[src/design/gdi_pkg.sv]
package gdi_pkg;

   // field widths of the stream words
   localparam int COUNT_W = 16;
   localparam int VALUE_W = 32;
   localparam int CW_W = 31;
   localparam int DEC_W = 4;
   localparam int RSP_DATA_W = 40;

   // default histogram size and fixed-point format
   localparam int MAX_CLASSES_DEF = 64;
   localparam int FRAC_BITS = 8;
   localparam logic [CW_W-1:0] CW_RESET = CW_W'(1) << FRAC_BITS;

   // decile numbering
   localparam logic [DEC_W-1:0] FIRST_DECILE = 4'd1;
   localparam logic [DEC_W-1:0] LAST_DECILE = 4'd9;

   // register map
   localparam int CSR_IDX_W = 1;
   localparam logic [CSR_IDX_W-1:0] REG_FIRST_LOWER = 1'd0;
   localparam logic [CSR_IDX_W-1:0] REG_CLASS_WIDTH = 1'd1;

   // width of the divider step counter (one quotient bit per step)
   localparam int STEP_W = $clog2(CW_W);

   typedef enum logic [2:0] {
      ST_IDLE,
      ST_FETCH,
      ST_CMP,
      ST_DIV,
      ST_OUT
   } gdi_state_type;

   typedef enum logic [1:0] {
      DV_IDLE,
      DV_MUL,
      DV_STEP
   } gdi_div_state_type;

   typedef struct packed {
      logic busy;
      logic done;
   } gdi_div_status_type;

endpackage

[src/design/gdi_ram.sv]
module gdi_ram #(
   parameter int WIDTH = 22,
   parameter int DEPTH = 64,
   localparam int AW = $clog2(DEPTH)
) (
   input  logic             clock,
   input  logic             wr_en,
   input  logic [AW-1:0]    wr_addr,
   input  logic [WIDTH-1:0] wr_data,
   input  logic [AW-1:0]    rd_addr,
   output logic [WIDTH-1:0] rd_data
);

   logic [WIDTH-1:0] mem [DEPTH];
   logic [WIDTH-1:0] rd_data_ff;

   // single write port, registered read port
   always_ff @(posedge clock) begin
      if (wr_en) begin
         mem[wr_addr] <= wr_data;
      end
      rd_data_ff <= mem[rd_addr];
   end

   assign rd_data = rd_data_ff;

endmodule

[src/design/gdi_div.sv]
module gdi_div #(
   parameter int NUM_W = 26
) (
   input  logic                        clock,
   input  logic                        reset,
   input  logic                        start,
   input  logic [NUM_W-1:0]            num,
   input  logic [NUM_W-1:0]            divisor,
   input  logic [gdi_pkg::CW_W-1:0]    mult,
   output gdi_pkg::gdi_div_status_type status,
   output logic [gdi_pkg::CW_W-1:0]    quotient
);

   localparam int QW = gdi_pkg::CW_W;
   localparam int PW = NUM_W + QW;

   gdi_pkg::gdi_div_state_type state_ff, state_in;
   logic [NUM_W-1:0]            num_ff, num_in;
   logic [QW-1:0]               mult_ff, mult_in;
   logic [NUM_W-1:0]            div_ff, div_in;
   logic [NUM_W-1:0]            rem_ff, rem_in;
   logic [QW-1:0]               shf_ff, shf_in;
   logic [gdi_pkg::STEP_W-1:0]  step_ff, step_in;
   logic                        done_ff, done_in;

   logic [PW-1:0]    prod;
   logic [NUM_W:0]   trial;
   logic [NUM_W:0]   diff;
   logic             ge;

   // control state
   always_ff @(posedge clock) begin
      if (reset) begin
         state_ff <= gdi_pkg::DV_IDLE;
         done_ff  <= 1'b0;
      end else begin
         state_ff <= state_in;
         done_ff  <= done_in;
      end
   end

   // operand and remainder registers
   always_ff @(posedge clock) begin
      num_ff  <= num_in;
      mult_ff <= mult_in;
      div_ff  <= div_in;
      rem_ff  <= rem_in;
      shf_ff  <= shf_in;
      step_ff <= step_in;
   end

   // product once, then one restoring step per cycle
   assign prod  = PW'(num_ff) * PW'(mult_ff);
   assign trial = {rem_ff, shf_ff[QW-1]};
   assign diff  = trial - {1'b0, div_ff};
   assign ge    = (trial >= {1'b0, div_ff});

   always_comb begin
      state_in = state_ff;
      num_in   = num_ff;
      mult_in  = mult_ff;
      div_in   = div_ff;
      rem_in   = rem_ff;
      shf_in   = shf_ff;
      step_in  = step_ff;
      done_in  = 1'b0;
      unique case (state_ff)
         gdi_pkg::DV_IDLE: begin
            if (start) begin
               num_in   = num;
               mult_in  = mult;
               div_in   = divisor;
               state_in = gdi_pkg::DV_MUL;
            end
         end
         gdi_pkg::DV_MUL: begin
            // upper product bits are already below the divisor
            rem_in   = prod[PW-1:QW];
            shf_in   = prod[QW-1:0];
            step_in  = '0;
            state_in = gdi_pkg::DV_STEP;
         end
         gdi_pkg::DV_STEP: begin
            rem_in  = ge ? diff[NUM_W-1:0] : trial[NUM_W-1:0];
            shf_in  = {shf_ff[QW-2:0], ge};
            step_in = step_ff + 1'b1;
            if (step_ff == gdi_pkg::STEP_W'(QW - 1)) begin
               done_in  = 1'b1;
               state_in = gdi_pkg::DV_IDLE;
            end
         end
         default: state_in = gdi_pkg::DV_IDLE;
      endcase
   end

   assign status.busy = (state_ff != gdi_pkg::DV_IDLE);
   assign status.done = done_ff;
   assign quotient    = shf_ff;

endmodule

[src/design/grouped_decile_interpolator_top.sv]
// class word that is not the last: taken with no result.
// last class word: per decile, a fetch and a compare for each class scanned, then the shared
// multiply / shift-subtract divider, then the result word; the divider yields one quotient
// bit per cycle. zero total: 9 result words.
// no new class word is taken until the ninth result word is taken.
// reset (synchronous, active high) empties the histogram and loads register defaults.
module grouped_decile_interpolator_top #(
   parameter int MAX_CLASSES = gdi_pkg::MAX_CLASSES_DEF
) (
   input  logic                             clock,
   input  logic                             reset,
   // class word
   input  logic                             req_tvalid,
   output logic                             req_tready,
   input  logic [gdi_pkg::COUNT_W-1:0]      req_tdata,   // [15:0] class_count_value
   input  logic                             req_tlast,   // final_class
   // decile word
   output logic                             rsp_tvalid,
   input  logic                             rsp_tready,
   output logic [gdi_pkg::RSP_DATA_W-1:0]   rsp_tdata,   // [3:0] decile_index, [35:4] decile_value
   output logic                             rsp_tuser,   // empty_error
   output logic                             rsp_tlast,   // run_end
   // register writes
   input  logic                             csr_valid,
   output logic                             csr_ready,
   input  logic [gdi_pkg::CSR_IDX_W-1:0]    csr_index,
   input  logic [gdi_pkg::VALUE_W-1:0]      csr_data
);

   localparam int AW     = $clog2(MAX_CLASSES);
   localparam int CNT_W  = $clog2(MAX_CLASSES + 1);
   localparam int CF_W   = gdi_pkg::COUNT_W + $clog2(MAX_CLASSES);
   localparam int TGT_W  = CF_W + 4;
   localparam int BASE_W = gdi_pkg::VALUE_W + 2 + AW;
   localparam int VW     = gdi_pkg::VALUE_W;
   localparam int CW_W   = gdi_pkg::CW_W;

   gdi_pkg::gdi_state_type state_ff, state_in;

   logic [VW-1:0]                flb_ff, flb_in;
   logic [CW_W-1:0]              cw_ff, cw_in;
   logic [CNT_W-1:0]             cnt_ff, cnt_in;
   logic [CF_W-1:0]              cf_run_ff, cf_run_in;
   logic [CF_W-1:0]              total_ff, total_in;
   logic [TGT_W-1:0]             target_ff, target_in;
   logic [CF_W-1:0]              prev_ff, prev_in;
   logic [AW-1:0]                j_ff, j_in;
   logic [BASE_W-1:0]            base_ff, base_in;
   logic [gdi_pkg::DEC_W-1:0]    i_ff, i_in;
   logic                         err_ff, err_in;
   logic [VW-1:0]                val_ff, val_in;

   logic                         wr_en;
   logic [CF_W-1:0]              new_cf;
   logic                         room;
   logic [CF_W-1:0]              rd_cf;
   logic [TGT_W-1:0]             cf10;
   logic [TGT_W-1:0]             prev10;
   logic                         div_start;
   gdi_pkg::gdi_div_status_type  div_stat;
   logic [CW_W-1:0]              quot;
   logic [BASE_W-1:0]            sum;
   logic [BASE_W-VW:0]           sum_hi;

   // cumulative counts
   gdi_ram #(
      .WIDTH (CF_W),
      .DEPTH (MAX_CLASSES)
   ) u_totals (
      .clock   (clock),
      .wr_en   (wr_en),
      .wr_addr (cnt_ff[AW-1:0]),
      .wr_data (new_cf),
      .rd_addr (j_ff),
      .rd_data (rd_cf)
   );

   // shared multiply and divide unit
   gdi_div #(
      .NUM_W (TGT_W)
   ) u_div (
      .clock    (clock),
      .reset    (reset),
      .start    (div_start),
      .num      (target_ff - prev10),
      .divisor  (cf10 - prev10),
      .mult     (cw_ff),
      .status   (div_stat),
      .quotient (quot)
   );

   // control and register state
   always_ff @(posedge clock) begin
      if (reset) begin
         state_ff  <= gdi_pkg::ST_IDLE;
         flb_ff    <= '0;
         cw_ff     <= gdi_pkg::CW_RESET;
         cnt_ff    <= '0;
         cf_run_ff <= '0;
      end else begin
         state_ff  <= state_in;
         flb_ff    <= flb_in;
         cw_ff     <= cw_in;
         cnt_ff    <= cnt_in;
         cf_run_ff <= cf_run_in;
      end
   end

   // search and result registers
   always_ff @(posedge clock) begin
      total_ff  <= total_in;
      target_ff <= target_in;
      prev_ff   <= prev_in;
      j_ff      <= j_in;
      base_ff   <= base_in;
      i_ff      <= i_in;
      err_ff    <= err_in;
      val_ff    <= val_in;
   end

   // register writes
   assign csr_ready = 1'b1;

   always_comb begin
      flb_in = flb_ff;
      cw_in  = cw_ff;
      if (csr_valid) begin
         unique case (csr_index)
            gdi_pkg::REG_FIRST_LOWER: flb_in = csr_data;
            gdi_pkg::REG_CLASS_WIDTH: cw_in  = csr_data[CW_W-1:0];
         endcase
      end
   end

   // times ten as two shifts
   assign cf10   = (TGT_W'(rd_cf) << 3) + (TGT_W'(rd_cf) << 1);
   assign prev10 = (TGT_W'(prev_ff) << 3) + (TGT_W'(prev_ff) << 1);

   assign room   = (cnt_ff < CNT_W'(MAX_CLASSES));
   assign new_cf = cf_run_ff + CF_W'(req_tdata);

   // decile value with saturation to 32 bits
   assign sum    = base_ff + BASE_W'(quot);
   assign sum_hi = sum[BASE_W-1:VW-1];

   // sequencer
   always_comb begin
      state_in  = state_ff;
      cnt_in    = cnt_ff;
      cf_run_in = cf_run_ff;
      total_in  = total_ff;
      target_in = target_ff;
      prev_in   = prev_ff;
      j_in      = j_ff;
      base_in   = base_ff;
      i_in      = i_ff;
      err_in    = err_ff;
      val_in    = val_ff;
      wr_en     = 1'b0;
      div_start = 1'b0;
      unique case (state_ff)
         gdi_pkg::ST_IDLE: begin
            if (req_tvalid) begin
               // store running count while there is room
               if (room) begin
                  wr_en     = 1'b1;
                  cf_run_in = new_cf;
                  cnt_in    = cnt_ff + 1'b1;
               end
               if (req_tlast) begin
                  total_in  = room ? new_cf : cf_run_ff;
                  target_in = room ? TGT_W'(new_cf) : TGT_W'(cf_run_ff);
                  cf_run_in = '0;
                  cnt_in    = '0;
                  prev_in   = '0;
                  j_in      = '0;
                  base_in   = {{(BASE_W-VW){flb_ff[VW-1]}}, flb_ff};
                  i_in      = gdi_pkg::FIRST_DECILE;
                  val_in    = '0;
                  err_in    = (target_in == '0);
                  state_in  = err_in ? gdi_pkg::ST_OUT : gdi_pkg::ST_FETCH;
               end
            end
         end
         gdi_pkg::ST_FETCH: begin
            state_in = gdi_pkg::ST_CMP;
         end
         gdi_pkg::ST_CMP: begin
            if (cf10 >= target_ff) begin
               div_start = 1'b1;
               state_in  = gdi_pkg::ST_DIV;
            end else begin
               prev_in  = rd_cf;
               j_in     = j_ff + 1'b1;
               base_in  = base_ff + BASE_W'(cw_ff);
               state_in = gdi_pkg::ST_FETCH;
            end
         end
         gdi_pkg::ST_DIV: begin
            if (div_stat.done) begin
               if ((&sum_hi) || !(|sum_hi)) begin
                  val_in = sum[VW-1:0];
               end else if (sum[BASE_W-1]) begin
                  val_in = {1'b1, {(VW-1){1'b0}}};
               end else begin
                  val_in = {1'b0, {(VW-1){1'b1}}};
               end
               state_in = gdi_pkg::ST_OUT;
            end
         end
         gdi_pkg::ST_OUT: begin
            if (rsp_tready) begin
               if (i_ff == gdi_pkg::LAST_DECILE) begin
                  state_in = gdi_pkg::ST_IDLE;
               end else begin
                  i_in = i_ff + 1'b1;
                  if (!err_ff) begin
                     // same class may hold the next decile too
                     target_in = target_ff + TGT_W'(total_ff);
                     state_in  = gdi_pkg::ST_FETCH;
                  end
               end
            end
         end
         default: state_in = gdi_pkg::ST_IDLE;
      endcase
   end

   assign req_tready = (state_ff == gdi_pkg::ST_IDLE);
   assign rsp_tvalid = (state_ff == gdi_pkg::ST_OUT);
   assign rsp_tdata  = {{(gdi_pkg::RSP_DATA_W-VW-gdi_pkg::DEC_W){1'b0}}, val_ff, i_ff};
   assign rsp_tuser  = err_ff;
   assign rsp_tlast  = (i_ff == gdi_pkg::LAST_DECILE);

   // checks
   a_no_overlap: assert property (@(posedge clock) disable iff (reset)
      !(req_tready && rsp_tvalid))
      else $error("class word taken while decile word pending");

   a_div_free: assert property (@(posedge clock) disable iff (reset)
      div_start |-> !div_stat.busy)
      else $error("divider started while busy");

   a_empty_zero: assert property (@(posedge clock) disable iff (reset)
      (rsp_tvalid && rsp_tuser) |-> (val_ff == '0))
      else $error("empty histogram with nonzero decile value");

   a_cnt_bound: assert property (@(posedge clock) disable iff (reset)
      cnt_ff <= CNT_W'(MAX_CLASSES))
      else $error("class count beyond capacity");

endmodule
[config.mk]
export PLATFORM = sky130hd
export DESIGN_NAME = grouped_decile_interpolator_top
export DESIGN_NICKNAME = d
export VERILOG_FILES = /design/src/design/gdi_pkg.sv /design/src/design/gdi_ram.sv /design/src/design/gdi_div.sv /design/src/design/grouped_decile_interpolator_top.sv
export SDC_FILE = /design/constraint.sdc
export NUM_CORES = 2
export LEC_CHECK = 0
export BUFFER_PORTS_ARGS = -buffer_cell sky130_fd_sc_hd__buf_2
export CORE_MARGIN = 3
export CORE_UTILIZATION = 58
export DETAILED_ROUTE_END_ITERATION = 10
export GPL_ROUTABILITY_DRIVEN = 0
export GPL_TIMING_DRIVEN = 0
export PLACE_DENSITY_LB_ADDON = 0.25
export SYNTH_ARGS = -nofsm -noshare
export SYNTH_HDL_FRONTEND = slang
export SYNTH_SLANG_ARGS = --single-unit
[constraint.sdc]
create_clock -name clock -period 10.05 [get_ports clock]
set_input_delay 3.015 -clock clock [delete_from_list [all_inputs] [get_ports clock]]
set_output_delay 3.015 -clock clock [all_outputs]
set_load 0.02 [all_outputs]
Yosys cells after proc, flatten, opt, wreduce, memory -nomap -nowiden. Memory sizes are Yosys's and may differ from the RTL's. A register that Yosys moved wholly into a read port is not among the register bits. Index checks and enable logic that the tools add are counted. Widths: inputs -> output; s select.

Register bits: 396. Memory bits (writable): 1408. Input port bits: 55. Memories kept: 1.

Memory list: u_totals.mem (words 64, bits a word 22, rd ports 1, clocked after Yosys merged registers in 1, write ports 1, RTL line gdi_ram.sv:14) `logic [WIDTH-1:0] mem [DEPTH];`.

$add $sub $neg: 13. $mul: 1. Magnitude comparators: 3. Eq/ne operators: 18. Mux-type cells: 58. Bitwise gates (word level): 2. Reductions and logical operators: 25.

Operators with widths (number): $mux 32 (5); $mux 26 (6); $mux 22 (6); $mux 40 (3); $pmux 26 s2 (2); $add 40x31->40 (2); $pmux 40 s2 (1); $sub 26x26->26 (3); $pmux 32 s2 (1); $pmux 31 s2 (1); $mul 26x31->57 (1); $add 25x23->26 (2); $pmux 22 s2 (1); $ge 27x26->1 (1); $add 26x22->26 (1); $ge 26x26->1 (1); $logic_not 26->1 (1); $add 22x16->22 (1); $mux 3 (7); $mux 6 (3); $mux 4 (4); $pmux 3 s5 (1); $mux 7 (2); $pmux 6 s2 (1); 34 further kinds (63).

Longest topological paths before layout.
Word-level depth: 7. Mapped depth: 28. Gate-level depth less buffers: 27.

Cells and area by module. A second synthesis with hierarchy kept.

Cell total of the unflattened synthesis: 8199. Area, all modules: 107154.0 um2.

Modules (own cells, without submodules): gdi_ram (times used 1, cells an instance 2349, area an instance 54262.0 um2); gdi_div (times used 1, cells an instance 3535, area an instance 33006.7 um2); grouped_decile_interpolator_top (times used 1, cells an instance 2315, area an instance 19885.3 um2).

Worst setup path after synthesis. No wires, ideal clock.

Kind: flip-flop to flip-flop. From: reg u_totals.rd_data_ff[2] (netlist: u_totals.rd_data[2]), read port of u_totals.mem. To: reg base_ff[0] (enable). Arrival time: 10.401 ns. Required time: 9.389 ns. Path slack: -1.013 ns. Stages on the path, launching flop included: 23. Buffers on the path: 0. Cell sequence: dfxtp_1 > ha_1 > fa_1 > a21o_1 > a21o_1 > a21oi_1 > o21ai_0 > a41oi_1 > o21ai_0 > a21oi_1 > nor2_1 > o21a_1 > nor2_1 > xnor2_1 > ha_1 > and4_1 > nand2_1 > nor3_1 > a2111oi_0 > nand2_1 > a31oi_1 > a311oi_1 > nor4_1.

Cells in the longest elaborated chain, start to end: 4.

RTL lines: start: declaration (RTL line gdi_ram.sv:15) `logic [WIDTH-1:0] rd_data_ff;`; $add 25x23->26 (RTL line grouped_decile_interpolator_top.sv:136) `assign cf10 = (TGT_W'(rd_cf) << 3) + (TGT_W'(rd_cf) << 1);`; $ge 26x26->1 (RTL line grouped_decile_interpolator_top.sv:189) `if (cf10 >= target_ff) begin`; $ne 2x2->1 (no line); $reduce_and 4->1 (no line); end signal: assignment (RTL line grouped_decile_interpolator_top.sv:115) `base_ff <= base_in;`; end: declaration (RTL line grouped_decile_interpolator_top.sv:48) `logic [BASE_W-1:0] base_ff, base_in;`.

No other way between the ends. A chain may end at the register's enable or synchronous reset.

Worst setup path after layout.
From: reg u_div.mult_ff[14]. To: reg u_div.rem_ff[24], data pin.

Cells in the longest elaborated chain, start to end: 2.

RTL lines: start: declaration (RTL line gdi_div.sv:19) `logic [QW-1:0] mult_ff, mult_in;`; start signal: assignment (RTL line gdi_div.sv:45) `mult_ff <= mult_in;`; $mul 26x31->57 (RTL line gdi_div.sv:53) `assign prod = PW'(num_ff) * PW'(mult_ff);`; $pmux 26 s2 (RTL line gdi_div.sv:67) `unique case (state_ff)`; named net u_div.rem_in[24] (RTL line gdi_div.sv:21) `logic [NUM_W-1:0] rem_ff, rem_in;`; end signal: assignment (RTL line gdi_div.sv:47) `rem_ff <= rem_in;`; end: declaration (RTL line gdi_div.sv:21).

The timed path passes the listed nets, and every way through them passes these cells.

==> results.sh <==
export IMPL_outcome="finished, final reports clean"
export IMPL_grt_max_degree=63
export IMPL_grt_overflow=0
export IMPL_place_ws_ns=1.03
export IMPL_via_per_inst=6.33
export IMPL_start_util=0.584
export IMPL_finalSetupViolations=0
export IMPL_cp_arrival_ns=9.64
export IMPL_die_area_sq_um=188000
export IMPL_finalCriticalPeriod_ns=9.17
export IMPL_die_y_um=433
export IMPL_clockRootBuffer="clkbuf_16"
export IMPL_clock_latency_ns=0.84
export IMPL_synth_edff_count=1705
export IMPL_worst_pin_slew_ns=1.41
export IMPL_ant_nets=0
export IMPL_ys_top_cells_by_area="edfxtp_1 (48%), fa_1 (13%), mux4_2 (9.8%), ha_1 (5.2%), inv_1 (3.0%)"
export IMPL_slew_viol_final=0
export IMPL_drt_wl_total_mm=305
export IMPL_drtIter0Drc=7157
export IMPL_numPortBuffers=93
export IMPL_pwr_share_comb=0.513
export IMPL_syn_area_sq_um=106000
export IMPL_final_hold_viol_count=0
export IMPL_rows=156
export IMPL_postSynthCellCount=7706
export IMPL_worstHoldPathCells=2
export IMPL_wl_per_cell_um=28.7
export IMPL_synthFlopType="edfxtp_1"
export IMPL_layout_area_overhead_vs_synth_pct=11.4
export IMPL_grt_pass1_wl_mm=454
export IMPL_cp_required_ns=10.52
export IMPL_drive_above_1_share=0.135
export IMPL_setup_ws_ns=0.878
export IMPL_layout_cells_non_filler=10600
export IMPL_post_cts_resized=0
export IMPL_clockBufferDepth=3
export IMPL_cellPowerDensity_nw_per_um2=285
export IMPL_cp_start_kind="flop"
export IMPL_first_pass_iters=6
export IMPL_rsz0062_at_grt="no"
export IMPL_synthTopCellsByCount="edfxtp_1 (1705), inv_1 (845), nand2_1 (725)"
export IMPL_ys_ff_latch=1825
export IMPL_ff2ff_path_depth=25
export IMPL_track_usage=0.333
export IMPL_crit_path_max_fanout=10
export IMPL_post_cts_buffers=0
export IMPL_critPathKind="flop to flop"
export IMPL_nets=9303
export IMPL_fill_cells=12700
export IMPL_drc=0
export IMPL_fin_skew_ns=0.0795
export IMPL_cts_max_level=4
export IMPL_peakVddDrop_mv=0.460
export IMPL_die_x_um=433
export IMPL_drv_cap=0
export IMPL_final_area_sq_um=118000
export IMPL_finish_utilization=0.651
export IMPL_dp_cells=10300
export IMPL_async_flop_share=0
export IMPL_power_internal_mw=20.1
export IMPL_numCtsBuffers=177
export IMPL_ys_types=86
export IMPL_multi_input_area_sq_um=48100
export IMPL_p_sw_mw=13.6
export IMPL_sw_frac_of_total=0.403
export IMPL_min_path_type="flop to flop"
export IMPL_cts_hold_buf=0
export IMPL_yosysMostFrequentCell="edfxtp_1"
export IMPL_grt_pass1_vias=69200
export IMPL_clock_sinks=1825
export IMPL_num_vias=67300
export IMPL_dp_hpwl_mm=222
export IMPL_seq_area_sq_um=53600
export IMPL_maxSlewHeadroom=0.0586
export IMPL_leakage_nw=44.5
export IMPL_yosysTopAreaCellShare=0.484
export IMPL_pin_count=100
export IMPL_crit_path_end_kind="flop"
export IMPL_cts_clk_slew_worst_paths_ns=0.07
export IMPL_synth_area_leader_cell="edfxtp_1"
export IMPL_core_area_sq_um=181000
export IMPL_ys_seq_area_frac=0.506
export IMPL_fin_crit_sh=0.913
export IMPL_cts_tree="done"
export IMPL_yosys_warnings=0
export IMPL_place_area_sq_um=112000
export IMPL_power_mw=33.6
export IMPL_synth_area_per_cell_sq_um=13.7
export IMPL_pwr_share_clk=0.206
export IMPL_antenna_found_initial=11
export IMPL_fmax_mhz=109
export IMPL_power_frac_seq=0.281
## area by class of cell
cell class / count / area share
flip-flops and latches: 1825 / 0.455
multi-input cells: 4680 / 0.408
clock buffers: 225 / 0.0405
inverters: 848 / 0.0270
well taps: 2370 / 0.0251
repair buffers: 214 / 0.0221
plain buffers: 356 / 0.0118
clock inverters: 102 / 0.0111
diodes: 6 / 0.000127
## logic make-up after synthesis
kind of cell / count (synthesis) / share of synthesized area
flops: 1825 / 0.506
xor+xnor: 255 / 0.0211
other cells: 2 / 0.0000710
mux: 497 / 0.102
simple gates: 1806 / 0.0825
compound gates: 971 / 0.0596
buf+inv: 1204 / 0.0432
fa+ha+maj: 1146 / 0.185
## power groups by stage
stage | clock network, mW | registers (mW) | logic, mW
after floorplan | 0 | 9.57 | 11.7
after global placement | 0 | 9.69 | 16.4
after detailed placement | 0 | 9.61 | 16.8
after CTS | 6.99 | 9.45 | 17.0
after global routing | 7.26 | 9.47 | 18.8
final | 6.92 | 9.46 | 17.2
## final timing paths
kind | start | endpoint | slack [ns]
worst min register to register | flb_ff[27]$_SDFFE_PP0P_ | flb_ff[27]$_SDFFE_PP0P_ | 0.46
worst max register to register | u_div.mult_ff[14]$_DFFE_PP_ | u_div.rem_ff[24]$_DFFE_PP_ | 0.88
worst max-delay path | u_div.mult_ff[14]$_DFFE_PP_ | u_div.rem_ff[24]$_DFFE_PP_ | 0.88
worst min-delay path | flb_ff[27]$_SDFFE_PP0P_ | flb_ff[27]$_SDFFE_PP0P_ | 0.46
## sequential cells by signal, indices dropped and copies added (netlist names), 2 cells and up
name and count:
u_totals.mem 1408, base_ff 40, flb_ff 32, val_ff 32, cw_ff 31, u_div.mult_ff 31
u_div.quotient 31, target_ff 26, u_div.num_ff 26, u_div.rem_ff 26, u_div.div_ff 25, cf_run_ff 22
prev_ff 22, total_ff 22, u_totals.rd_data 22, cnt_ff 7, j_ff 6, u_div.step_ff 5
i_ff 4, state_ff 3, u_div.state_ff 2
## cells in the final DEF, fill, tap and decap left out, drive strengths merged, types with 23 or more instances in the layout
master / netlist / routed
o21a: 57 / 57
edfxtp: 1705 / 1705
o21ai: 207 / 207
nand4: 30 / 30
bufinv: 0 / 23
a22oi: 23 / 23
a31oi: 27 / 27
dfxtp: 120 / 120
ha: 443 / 443
and3: 51 / 51
nand2: 725 / 725
xnor2: 147 / 147
nand3: 68 / 68
fa: 703 / 703
a21oi: 309 / 309
mux4: 462 / 462
clkbuf: 292 / 517
mux2: 23 / 23
nor3: 49 / 49
and2: 448 / 448
nor2: 278 / 278
nor2b: 43 / 43
inv: 846 / 849
o31ai: 56 / 56
buf: 64 / 278
a21o: 125 / 125
nand2b: 47 / 47
xor2: 108 / 108
clkinv: 2 / 71
## per-layer routing
layer,GRT usage,part of all wire
met1,0.417,0.35
met5,0,0.00019
met3,0.0659,0.092
met2,0.531,0.47
met4,0.218,0.080
## worst max-delay path, cell delays in order, from the launching register on
cell and delay [ns]:
edfxtp_1 0.84, clkbuf_1 0.63, and2_1 0.27, fa_1 0.43, fa_1 0.56, inv_1 0.09
fa_1 0.54, inv_1 0.05, fa_1 0.45, ha_1 0.32, fa_1 0.49, inv_1 0.05
fa_1 0.53, inv_1 0.06, ha_1 0.31, nand2_1 0.09, a2111oi_0 0.42, a22oi_1 0.30
o21ai_1 0.40, a21oi_1 0.21, o31a_1 0.40, or3b_1 0.41, a31oi_1 0.46, a221oi_1 0.20
nand4_1 0.13, o311ai_1 0.13
## stage by stage
stage	hold slack [ns]	setup TNS (ns)
3_5_place_dp	0.448	0
3_3_place_gp	0.442	-368.31
5_1_grt	0.477	0
2_1_floorplan	0.434	0
6_report	0.455	0
4_1_cts	0.457	0
No activity file was read; power rests on OpenSTA's default activity.
